[config.mk]
export PLATFORM = sky130hd
export DESIGN_NAME = ordbk_ctrl
export DESIGN_NICKNAME = d
export VERILOG_FILES = /design/src/sv/ordbk_pkg.sv /design/src/sv/ordbk_ctrl.sv
export SDC_FILE = /design/constraint.sdc
export NUM_CORES = 2
export LEC_CHECK = 0
export BUFFER_PORTS_ARGS = -buffer_cell sky130_fd_sc_hd__buf_4
export CAP_MARGIN = 20
export CORE_MARGIN = 4
export CORE_UTILIZATION = 50
export CTS_CLUSTER_SIZE = 20
export DETAILED_ROUTE_END_ITERATION = 10
export PLACE_DENSITY_LB_ADDON = 0.08
export REMOVE_ABC_BUFFERS = 1
export SYNTH_ARGS = -nofsm -noshare
export SYNTH_HDL_FRONTEND = slang
export SYNTH_SLANG_ARGS = --single-unit
[constraint.sdc]
create_clock -name clk_i -period 11.65 [get_ports clk_i]
set_clock_uncertainty 0.05 [all_clocks]
set_input_delay 1.7475 -clock clk_i [delete_from_list [all_inputs] [get_ports clk_i]]
set_output_delay 1.7475 -clock clk_i [all_outputs]
set_load 0.01 [all_outputs]
[src/sv/ordbk_pkg.sv]
// ----------------------------------------------------------------------------
// Order book table package
// Sizes, table entry types and command codes shared by the order book modules.
// ----------------------------------------------------------------------------
package ordbk_pkg;

  localparam int N_ORD  = 1024;
  localparam int ORD_AW = $clog2(N_ORD);
  localparam int N_LPS  = 256;
  localparam int LPS_AW = $clog2(N_LPS);
  localparam int N_LVL  = 2 * N_LPS;
  localparam int LVL_AW = LPS_AW + 1;
  localparam int CNT_W  = ORD_AW + 1;

  localparam logic [CNT_W-1:0] ORD_CNT = CNT_W'(N_ORD);
  localparam logic [CNT_W-1:0] LPS_CNT = CNT_W'(N_LPS);
  localparam logic [CNT_W-1:0] LVL_CNT = CNT_W'(N_LVL);

  typedef enum logic [1:0] {
    CMD_ADD    = 2'd0,
    CMD_CANCEL = 2'd1,
    CMD_MODIFY = 2'd2,
    CMD_QUERY  = 2'd3
  } cmd_e;

  typedef struct packed {
    logic               valid;
    logic [31:0]        key;
    logic               side;
    logic signed [31:0] price;
    logic [31:0]        qty;
  } ord_ent_t;

  typedef struct packed {
    logic               valid;
    logic signed [31:0] price;
    logic [31:0]        total;
    logic [ORD_AW-1:0]  head;
    logic [ORD_AW-1:0]  tail;
  } lvl_ent_t;

  typedef struct packed {
    logic              we;
    logic [ORD_AW-1:0] addr;
    ord_ent_t          data;
  } ord_wr_t;

  typedef struct packed {
    logic              we;
    logic [LVL_AW-1:0] addr;
    lvl_ent_t          data;
  } lvl_wr_t;

  typedef struct packed {
    logic              we;
    logic [ORD_AW-1:0] addr;
    logic [ORD_AW-1:0] data;
  } lnk_wr_t;

endpackage

[src/sv/ordbk_ctrl.sv]
// ----------------------------------------------------------------------------
// Order book sequencer
// Scans the tables one entry per cycle, decides each request, relinks the
// level queues and computes best prices, spread and level depth.
// ----------------------------------------------------------------------------
module ordbk_ctrl import ordbk_pkg::*; (
  input  logic               clk_i,
  input  logic               rst_ni,
  input  logic               start_i,
  input  logic [1:0]         cmd_i,
  input  logic [31:0]        order_id_i,
  input  logic               side_i,
  input  logic signed [31:0] price_i,
  input  logic [31:0]        quantity_i,
  output logic               busy_o,
  output logic               done_o,
  output logic               accepted_o,
  output logic               bid_valid_o,
  output logic signed [31:0] bid_px_o,
  output logic               ask_valid_o,
  output logic signed [31:0] ask_px_o,
  output logic               spread_valid_o,
  output logic signed [31:0] spread_ticks_o,
  output logic [31:0]        level_depth_o,
  output logic [ORD_AW-1:0]  ord_raddr_o,
  input  ord_ent_t           ord_rdata_i,
  output ord_wr_t            ord_wr_o,
  output logic [LVL_AW-1:0]  lvl_raddr_o,
  input  lvl_ent_t           lvl_rdata_i,
  output lvl_wr_t            lvl_wr_o,
  output logic [ORD_AW-1:0]  lnk_raddr_o,
  input  logic [ORD_AW-1:0]  nxt_rdata_i,
  input  logic [ORD_AW-1:0]  prv_rdata_i,
  output lnk_wr_t            nxt_wr_o,
  output lnk_wr_t            prv_wr_o
);

  typedef enum logic [11:0] {
    S_CLEAR  = 12'b000000000001,
    S_IDLE   = 12'b000000000010,
    S_OSCAN  = 12'b000000000100,
    S_LSCAN  = 12'b000000001000,
    S_DECIDE = 12'b000000010000,
    S_UNLINK = 12'b000000100000,
    S_APPEND = 12'b000001000000,
    S_WB_B   = 12'b000010000000,
    S_WB_A   = 12'b000100000000,
    S_FSCAN  = 12'b001000000000,
    S_SPREAD = 12'b010000000000,
    S_RESP   = 12'b100000000000
  } state_e;

  state_e             state_q, state_d;
  logic [CNT_W-1:0]   cnt_q, cnt_d;
  logic               pv_q, pv_d;
  logic [ORD_AW-1:0]  pidx_q, pidx_d;

  cmd_e               cmd_q, cmd_d;
  logic [31:0]        id_q, id_d;
  logic               side_q, side_d;
  logic signed [31:0] price_q, price_d;
  logic [31:0]        qty_q, qty_d;

  logic               hit_q, hit_d;
  logic [ORD_AW-1:0]  oidx_q, oidx_d;
  ord_ent_t           oe_q, oe_d;
  logic               offnd_q, offnd_d;
  logic [ORD_AW-1:0]  ofidx_q, ofidx_d;

  lvl_ent_t           la_q, la_d, lb_q, lb_d;
  logic [LVL_AW-1:0]  laidx_q, laidx_d, lbidx_q, lbidx_d, lfidx_q, lfidx_d;
  logic               lafnd_q, lafnd_d, lbfnd_q, lbfnd_d, lffnd_q, lffnd_d;

  logic               ok_q, ok_d;
  logic               dside_q, dside_d;
  logic signed [31:0] dprice_q, dprice_d;
  logic               uen_q, uen_d, usa_q, usa_d, apen_q, apen_d;
  logic               wa_q, wa_d, wb_q, wb_d, ow_q, ow_d;
  ord_ent_t           owd_q, owd_d;

  logic               bv_q, bv_d, av_q, av_d;
  logic signed [31:0] bid_q, bid_d, ask_q, ask_d;
  logic [31:0]        depth_q, depth_d;

  logic               racc_q, racc_d, rbv_q, rbv_d, rav_q, rav_d, rsv_q, rsv_d;
  logic signed [31:0] rbid_q, rbid_d, rask_q, rask_d, rspr_q, rspr_d;
  logic [31:0]        rdep_q, rdep_d;

  logic [CNT_W-1:0]   scan_len;
  logic               scan_more;
  logic               scan_end;
  logic               lsc_side;

  always_comb begin
    unique case (state_q)
      S_CLEAR, S_OSCAN: scan_len = ORD_CNT;
      S_LSCAN:          scan_len = LPS_CNT;
      default:          scan_len = LVL_CNT;
    endcase
  end

  assign scan_more   = cnt_q < scan_len;
  assign scan_end    = !scan_more && !pv_q;
  assign lsc_side    = (cmd_q == CMD_ADD) ? side_q : oe_q.side;
  assign ord_raddr_o = cnt_q[ORD_AW-1:0];
  assign lvl_raddr_o = (state_q == S_LSCAN) ? {lsc_side, cnt_q[LPS_AW-1:0]}
                                            : cnt_q[LVL_AW-1:0];
  assign lnk_raddr_o = oidx_q;
  assign busy_o      = state_q != S_IDLE;
  assign done_o      = state_q == S_RESP;

  always_comb begin
    logic               same;
    logic [31:0]        other;
    lvl_ent_t           xl;
    logic [LVL_AW-1:0]  fidx;
    logic signed [32:0] diff;

    state_d = state_q;
    cnt_d = cnt_q; pv_d = 1'b0; pidx_d = cnt_q[ORD_AW-1:0];
    cmd_d = cmd_q; id_d = id_q; side_d = side_q; price_d = price_q; qty_d = qty_q;
    hit_d = hit_q; oidx_d = oidx_q; oe_d = oe_q; offnd_d = offnd_q; ofidx_d = ofidx_q;
    la_d = la_q; lb_d = lb_q; laidx_d = laidx_q; lbidx_d = lbidx_q; lfidx_d = lfidx_q;
    lafnd_d = lafnd_q; lbfnd_d = lbfnd_q; lffnd_d = lffnd_q;
    ok_d = ok_q; dside_d = dside_q; dprice_d = dprice_q;
    uen_d = uen_q; usa_d = usa_q; apen_d = apen_q;
    wa_d = wa_q; wb_d = wb_q; ow_d = ow_q; owd_d = owd_q;
    bv_d = bv_q; av_d = av_q; bid_d = bid_q; ask_d = ask_q; depth_d = depth_q;
    racc_d = racc_q; rbv_d = rbv_q; rav_d = rav_q; rsv_d = rsv_q;
    rbid_d = rbid_q; rask_d = rask_q; rspr_d = rspr_q; rdep_d = rdep_q;
    ord_wr_o = '0; lvl_wr_o = '0; nxt_wr_o = '0; prv_wr_o = '0;
    same = price_q == oe_q.price;
    other = '0;
    xl = usa_q ? la_q : lb_q;
    fidx = {1'b0, pidx_q[LVL_AW-2:0]};
    diff = '0;

    if (scan_more) begin
      cnt_d = cnt_q + 1'b1;
      pv_d  = 1'b1;
    end

    unique case (state_q)
      S_CLEAR: begin
        pv_d = 1'b0;
        ord_wr_o.we   = 1'b1;
        ord_wr_o.addr = cnt_q[ORD_AW-1:0];
        lvl_wr_o.we   = cnt_q < LVL_CNT;
        lvl_wr_o.addr = cnt_q[LVL_AW-1:0];
        if (cnt_q == ORD_CNT - 1'b1) begin
          state_d = S_IDLE;
        end
      end
      S_IDLE: begin
        cnt_d = '0;
        pv_d  = 1'b0;
        if (start_i) begin
          cmd_d = cmd_e'(cmd_i); id_d = order_id_i; side_d = side_i;
          price_d = price_i; qty_d = quantity_i;
          hit_d = 1'b0; offnd_d = 1'b0;
          bv_d = 1'b0; av_d = 1'b0; depth_d = '0;
          if (cmd_e'(cmd_i) == CMD_QUERY) begin
            ok_d = 1'b1; dside_d = side_i; dprice_d = price_i;
            state_d = S_FSCAN;
          end else begin
            state_d = S_OSCAN;
          end
        end
      end
      S_OSCAN: begin
        if (pv_q) begin
          if (ord_rdata_i.valid && ord_rdata_i.key == id_q && !hit_q) begin
            hit_d = 1'b1; oidx_d = pidx_q; oe_d = ord_rdata_i;
          end
          if (!ord_rdata_i.valid && !offnd_q) begin
            offnd_d = 1'b1; ofidx_d = pidx_q;
          end
        end
        if (scan_end) begin
          cnt_d = '0;
          lafnd_d = 1'b0; lbfnd_d = 1'b0; lffnd_d = 1'b0;
          state_d = (cmd_q != CMD_ADD && !hit_q) ? S_DECIDE : S_LSCAN;
        end
      end
      S_LSCAN: begin
        if (pv_q) begin
          if (lvl_rdata_i.valid && $signed(lvl_rdata_i.price) == price_q && !lafnd_q) begin
            lafnd_d = 1'b1; la_d = lvl_rdata_i;
            laidx_d = {lsc_side, pidx_q[LPS_AW-1:0]};
          end
          if (lvl_rdata_i.valid && $signed(lvl_rdata_i.price) == oe_q.price && !lbfnd_q) begin
            lbfnd_d = 1'b1; lb_d = lvl_rdata_i;
            lbidx_d = {lsc_side, pidx_q[LPS_AW-1:0]};
          end
          if (!lvl_rdata_i.valid && !lffnd_q) begin
            lffnd_d = 1'b1;
            lfidx_d = {lsc_side, pidx_q[LPS_AW-1:0]};
          end
        end
        if (scan_end) begin
          state_d = S_DECIDE;
        end
      end
      S_DECIDE: begin
        ok_d = 1'b0; uen_d = 1'b0; usa_d = 1'b0; apen_d = 1'b0;
        wa_d = 1'b0; wb_d = 1'b0; ow_d = 1'b0; owd_d = oe_q;
        dside_d = side_q; dprice_d = price_q;
        unique case (cmd_q)
          CMD_ADD: begin
            if (qty_q != '0 && !hit_q && (!lafnd_q || qty_q <= ~la_q.total) && offnd_q
                && (lafnd_q || lffnd_q)) begin
              ok_d = 1'b1; oidx_d = ofidx_q; ow_d = 1'b1; apen_d = 1'b1; wa_d = 1'b1;
              owd_d = '{valid: 1'b1, key: id_q, side: side_q, price: price_q, qty: qty_q};
              if (!lafnd_q) begin
                la_d = '{valid: 1'b1, price: price_q, total: '0, head: '0, tail: '0};
                laidx_d = lfidx_q;
              end
            end
          end
          CMD_CANCEL: begin
            if (hit_q) begin
              ok_d = 1'b1; dside_d = oe_q.side; dprice_d = oe_q.price;
              uen_d = 1'b1; wb_d = 1'b1; ow_d = 1'b1; owd_d.valid = 1'b0;
            end
          end
          CMD_MODIFY: begin
            if (hit_q) begin
              dside_d = oe_q.side;
              if (qty_q == '0) begin
                ok_d = 1'b1; uen_d = 1'b1; wb_d = 1'b1; ow_d = 1'b1; owd_d.valid = 1'b0;
              end else begin
                other = (lafnd_q ? la_q.total : 32'd0) - (same ? oe_q.qty : 32'd0);
                if (qty_q <= ~other) begin
                  if (same && lafnd_q && qty_q <= oe_q.qty) begin
                    ok_d = 1'b1; wa_d = 1'b1; ow_d = 1'b1; owd_d.qty = qty_q;
                    la_d.total = la_q.total - (oe_q.qty - qty_q);
                  end else if (lafnd_q || lffnd_q) begin
                    ok_d = 1'b1; uen_d = 1'b1; usa_d = same; wb_d = !same;
                    apen_d = 1'b1; wa_d = 1'b1; ow_d = 1'b1;
                    owd_d.price = price_q; owd_d.qty = qty_q;
                    if (!lafnd_q) begin
                      la_d = '{valid: 1'b1, price: price_q, total: '0, head: '0, tail: '0};
                      laidx_d = lfidx_q;
                    end
                  end
                end
              end
            end
          end
          default: begin
            ok_d = 1'b1;
          end
        endcase
        state_d = S_UNLINK;
      end
      S_UNLINK: begin
        if (uen_q) begin
          priority if (oidx_q == xl.head && oidx_q == xl.tail) begin
            xl.head = xl.head;
          end else if (oidx_q == xl.head) begin
            xl.head = nxt_rdata_i;
          end else if (oidx_q == xl.tail) begin
            xl.tail = prv_rdata_i;
          end else begin
            nxt_wr_o = '{we: 1'b1, addr: prv_rdata_i, data: nxt_rdata_i};
            prv_wr_o = '{we: 1'b1, addr: nxt_rdata_i, data: prv_rdata_i};
          end
          xl.total = xl.total - oe_q.qty;
          if (!usa_q && xl.total == '0) begin
            xl.valid = 1'b0;
          end
          if (usa_q) begin
            la_d = xl;
          end else begin
            lb_d = xl;
          end
        end
        state_d = S_APPEND;
      end
      S_APPEND: begin
        if (apen_q) begin
          if (la_q.total == '0) begin
            la_d.head = oidx_q;
            la_d.tail = oidx_q;
          end else begin
            nxt_wr_o = '{we: 1'b1, addr: la_q.tail, data: oidx_q};
            prv_wr_o = '{we: 1'b1, addr: oidx_q, data: la_q.tail};
            la_d.tail = oidx_q;
          end
          la_d.total = la_q.total + owd_q.qty;
        end
        state_d = S_WB_B;
      end
      S_WB_B: begin
        lvl_wr_o = '{we: wb_q, addr: lbidx_q, data: lb_q};
        ord_wr_o = '{we: ow_q, addr: oidx_q, data: owd_q};
        state_d = S_WB_A;
      end
      S_WB_A: begin
        lvl_wr_o = '{we: wa_q, addr: laidx_q, data: la_q};
        cnt_d = '0; pv_d = 1'b0;
        bv_d = 1'b0; av_d = 1'b0; depth_d = '0;
        state_d = S_FSCAN;
      end
      S_FSCAN: begin
        fidx = pidx_q[LVL_AW-1:0];
        if (pv_q && lvl_rdata_i.valid) begin
          if (!fidx[LVL_AW-1]) begin
            if (!bv_q || $signed(lvl_rdata_i.price) > bid_q) begin
              bid_d = lvl_rdata_i.price;
            end
            bv_d = 1'b1;
          end else begin
            if (!av_q || $signed(lvl_rdata_i.price) < ask_q) begin
              ask_d = lvl_rdata_i.price;
            end
            av_d = 1'b1;
          end
          if (fidx[LVL_AW-1] == dside_q && $signed(lvl_rdata_i.price) == dprice_q) begin
            depth_d = lvl_rdata_i.total;
          end
        end
        if (scan_end) begin
          state_d = S_SPREAD;
        end
      end
      S_SPREAD: begin
        pv_d = 1'b0;
        diff = {ask_q[31], ask_q} - {bid_q[31], bid_q};
        racc_d = ok_q;
        rbv_d  = bv_q;
        rav_d  = av_q;
        rbid_d = bv_q ? bid_q : 32'sd0;
        rask_d = av_q ? ask_q : 32'sd0;
        rsv_d  = bv_q && av_q && (diff[32] == diff[31]);
        rspr_d = (bv_q && av_q && (diff[32] == diff[31])) ? diff[31:0] : 32'sd0;
        rdep_d = depth_q;
        state_d = S_RESP;
      end
      S_RESP: begin
        pv_d = 1'b0;
        state_d = S_IDLE;
      end
      default: begin
        state_d = S_IDLE;
      end
    endcase
  end

  always_ff @(posedge clk_i or negedge rst_ni) begin
    if (!rst_ni) begin
      state_q <= S_CLEAR;
      cnt_q   <= '0;
      pv_q    <= 1'b0;
    end else begin
      state_q <= state_d;
      cnt_q   <= cnt_d;
      pv_q    <= pv_d;
    end
  end

  always_ff @(posedge clk_i) begin
    pidx_q <= pidx_d;
    cmd_q <= cmd_d; id_q <= id_d; side_q <= side_d; price_q <= price_d; qty_q <= qty_d;
    hit_q <= hit_d; oidx_q <= oidx_d; oe_q <= oe_d; offnd_q <= offnd_d; ofidx_q <= ofidx_d;
    la_q <= la_d; lb_q <= lb_d; laidx_q <= laidx_d; lbidx_q <= lbidx_d; lfidx_q <= lfidx_d;
    lafnd_q <= lafnd_d; lbfnd_q <= lbfnd_d; lffnd_q <= lffnd_d;
    ok_q <= ok_d; dside_q <= dside_d; dprice_q <= dprice_d;
    uen_q <= uen_d; usa_q <= usa_d; apen_q <= apen_d;
    wa_q <= wa_d; wb_q <= wb_d; ow_q <= ow_d; owd_q <= owd_d;
    bv_q <= bv_d; av_q <= av_d; bid_q <= bid_d; ask_q <= ask_d; depth_q <= depth_d;
    racc_q <= racc_d; rbv_q <= rbv_d; rav_q <= rav_d; rsv_q <= rsv_d;
    rbid_q <= rbid_d; rask_q <= rask_d; rspr_q <= rspr_d; rdep_q <= rdep_d;
  end

  assign accepted_o     = racc_q;
  assign bid_valid_o    = rbv_q;
  assign bid_px_o       = rbid_q;
  assign ask_valid_o    = rav_q;
  assign ask_px_o       = rask_q;
  assign spread_valid_o = rsv_q;
  assign spread_ticks_o = rspr_q;
  assign level_depth_o  = rdep_q;

endmodule

==> flow_summary.yaml <==
timing:
  timing_max_transition_violations_final: 0
  fmax_ghz: 0.114
  final-setup-viol-count: 0
  rsz_0062_raised_after_global_routing: "false"
  period_share_pct: 75.4
  setup_total_negative_slack_ps: 0
  finalCriticalPeriod_ps: 8790
  slew_headroom_pct: 25.3
  worst_pin_slew_ps: 1120
  hold_violations_final: 0
  finalHoldWorstSlack_ps: 361
placed_design:
  dp.cells: 6229
  port_buffers: 713
  place_hpwl_um: 130000
  placed_cell_area_um2: 55500
  gp_congestion: 0.935
synth:
  synthesis.instances: 4443
  yosysSeqAreaShare_pct: 49.7
  yosysUniqueCellTypes: 90
  avg_cell_area_syn_um2: 11.1
  yosysWarnings: 0
  post_synth_instance_area_um2: 49200
  yosys_most_used_dff: "sky130_fd_sc_hd__edfxtp_1"
  async_reset_ff_share_pct: 2.92
  count_of_flip_flops_with_a_built_in_enable_after_synthesis: 787
  ys_seq_elements: 821
finish:
  area_growth_pct: 19.2
  nFillCells: 8244
  design_area_um2: 58600
  layout.nets: 5710
  regArea_um2: 24400
  final_layout_size_suffix_gt1_share_pct: 20.2
  layout_common_cells: "787 x sky130_fd_sc_hd__edfxtp_1, 761 x sky130_fd_sc_hd__buf_4, 323 x sky130_fd_sc_hd__ha_1, 319 x sky130_fd_sc_hd__nand2_1, 281 x sky130_fd_sc_hd__inv_1"
  finalNonFillerCells: 6406
  mostFrequentLayoutCell: "sky130_fd_sc_hd__edfxtp_1"
  multi_input_comb_area_um2: 22600
die:
  die_area_um2: 103000
  placeable_core_region_um2: 97100
  chipHeight_um: 322
  number_of_cell_rows: 114
  die_x_um: 322
  starting_utilization_of_the_core_area_pct: 50.6
  io_pins: 714
min_path:
  hold_path_class: "reg2reg"
worst_setup_path:
  critical_path.max_stage_delay_ps: 880
  arrival_ps: 9090
  worst_path_max_delay_cell: "sky130_fd_sc_hd__a211oi_4"
  timing.critical_path.required_ps: 11960
  worstSetupStartpointType: "flop"
  cp-end-kind: "flop"
  worst-setup-path-type: "reg2reg"
  critPathMostFrequentCell: "sky130_fd_sc_hd__a21oi_1"
  crit_fanout: 35
grt:
  grtUsageTotal_pct: 32.4
  grt_max_degree: 127
  grt_pass1_wl_um: 249000
  grt_overflow_total: 0
  antenna_violations_before_repair: 17
  number_of_global_route_vias_before_repair: 37600
power:
  p_per_area_nw_per_um2: 178
  static-leakage-power_nw: 24.9
  vdd_drop_max_mv: 0.129
routing:
  route.detailed.wl_per_inst_um: 27.0
  routed_wirelength_um: 173000
  drt_pass1_iterations: 8
  drc: 0
  drt-vias-per-instance: 5.99
  vias: 38400
  dr.first_iter.drc_count: 3595
  route.antenna.remaining_nets: 0
cts:
  cts.reportedPaths.clkPinSlew_ps: 60
  cts_num_sinks: 821
  cts-htree-levels: 3
  cts_root_buf: "sky130_fd_sc_hd__clkbuf_16"
  holdBufCountCts: 0
  ctsLongestPathBuffers: 3
  clock_latency_ps: 700
  cts_inserted_buffers: 92
  post-cts-setup-buffer-count: 0
  clock_tree_from_tritoncts: "done"
  post_cts_sizing: 0
outcome:
  status: "complete, no violations"
run:
  max_cap_viol_count: 0
[worst max-delay path, delay by kind of cell, from the launching register on]
family | cells | cell delay, ps
AO/OA/AOI/OAI | 12 | 3190
AND/OR/NAND/NOR | 10 | 2530
adder cells (fa/ha/maj) | 3 | 940
buffers and inverters | 3 | 920
flip-flops | 1 | 480
XOR/XNOR | 2 | 310
[synthesized netlist by cell type (23+ instances only)]
cell type / number / share of area, %
sky130_fd_sc_hd__clkbuf_1: 163 / 1.2
sky130_fd_sc_hd__buf_1: 40 / 0.31
sky130_fd_sc_hd__nand4_1: 68 / 0.87
sky130_fd_sc_hd__mux2i_1: 96 / 2.0
sky130_fd_sc_hd__a21o_1: 136 / 2.1
sky130_fd_sc_hd__a211oi_1: 41 / 0.63
sky130_fd_sc_hd__dfrtp_1: 23 / 1.2
sky130_fd_sc_hd__nand3_1: 41 / 0.42
sky130_fd_sc_hd__a31oi_1: 23 / 0.29
sky130_fd_sc_hd__inv_1: 282 / 2.2
sky130_fd_sc_hd__nor3_1: 30 / 0.31
sky130_fd_sc_hd__a21oi_1: 241 / 2.5
sky130_fd_sc_hd__fa_1: 35 / 1.4
sky130_fd_sc_hd__nand2b_1: 40 / 0.51
sky130_fd_sc_hd__nand2_1: 320 / 2.4
sky130_fd_sc_hd__a22o_1: 179 / 3.2
sky130_fd_sc_hd__nor4_1: 65 / 0.83
sky130_fd_sc_hd__o21ai_0: 198 / 2.0
sky130_fd_sc_hd__a22oi_1: 36 / 0.55
sky130_fd_sc_hd__xnor2_1: 143 / 2.5
sky130_fd_sc_hd__ha_1: 323 / 8.2
sky130_fd_sc_hd__o21bai_1: 27 / 0.41
sky130_fd_sc_hd__nor2b_1: 42 / 0.53
sky130_fd_sc_hd__nor2_2: 23 / 0.29
sky130_fd_sc_hd__and2_1: 202 / 2.6
sky130_fd_sc_hd__edfxtp_1: 787 / 48
sky130_fd_sc_hd__o21ai_1: 57 / 0.58
sky130_fd_sc_hd__buf_4: 39 / 0.60
sky130_fd_sc_hd__nor2_1: 208 / 1.6
sky130_fd_sc_hd__mux2_2: 62 / 1.4
sky130_fd_sc_hd__xor2_1: 187 / 3.3
sky130_fd_sc_hd__o21a_1: 31 / 0.47
[path summary, 6_finish.rpt]
path	slack [ps]	end	startpoint	cells past startpoint
hold reg to reg	360	level_depth_o[24]	depth_q[24]	0
setup / recovery	2860	la_q[26]	price_q[23]	30
max in group asynchronous	10320	state_q[0]	rst_ni	1
setup reg to reg	2860	la_q[26]	price_q[23]	30
min in group asynchronous	910	cnt_q[4]	rst_ni	1
hold / removal	360	level_depth_o[24]	depth_q[24]	0
[sequential cells by signal, summed over array words and instances, names as in the netlist, 2 cells and up]
name and count:
cnt_q 11, lb_q 85, pidx_q 10, price_q 32, lfidx_q 9, depth_q 32, owd_q 98, bid_px_o 32
ask_q 32, id_q 32, dprice_q 32, level_depth_o 32, ask_px_o 32, lnk_raddr_o 10, ofidx_q 10, cmd_q 2
lbidx_q 9, bid_q 32, laidx_q 9, state_q 12, spread_ticks_o 32, la_q 85, oe_q 98, qty_q 32
[kinds of logic after synthesis]
| group | synth area share [%] |
|---|---|
| AOI/OAI and AO/OA | 15.3 |
| DFF | 49.7 |
| xor gates and xnor gates | 5.88 |
| muxes | 3.37 |
| buffers and inverters | 4.49 |
| adders and majority gates | 9.64 |
| and+or+nand+nor | 11.6 |
[through the flow]
step           setup WS [ps]  util, %  power (mW)
2_1_floorplan          -1770        -        6.28
3_3_place_gp            3200     57.2        7.41
3_5_place_dp            3050     57.2        7.45
4_1_cts                 2990     60.3        10.4
5_1_grt                 2390     60.3        11.0
6_report                2860     60.3        10.4
[layer usage]
| metal | part of all wire [%] | wire [um] | up-vias | track usage, % |
|---|---|---|---|---|
| met4 | 3.4 | 5810 | 10 | 9.96 |
| met1 | 41 | 71500 | 18900 | 43.2 |
| met5 | 0.036 | 62 | - | 0 |
| li1 | - | - | 17500 | - |
| met2 | 47 | 80600 | 1637 | 53.0 |
| met3 | 8.7 | 15100 | 292 | 7.30 |
[area by class of cell]
cell class	instances	share of cell area, %
Timing Repair Buffer	763	9.81
Clock buffer	106	4.07
Antenna cell	10	0.0427
Multi-Input combinational cell	3081	38.6
Clock inverter	61	1.18
Inverter	288	1.86
Sequential cell	821	41.7
Tap cell	1276	2.72
[report_power, final]
group	switching, mW	internal, mW	leakage, nW
combinational	2.06	1.26	15.9
clock	1.26	1.73	1.49
sequential	0.368	3.78	7.55
Power figures use the tool's default switching activity.
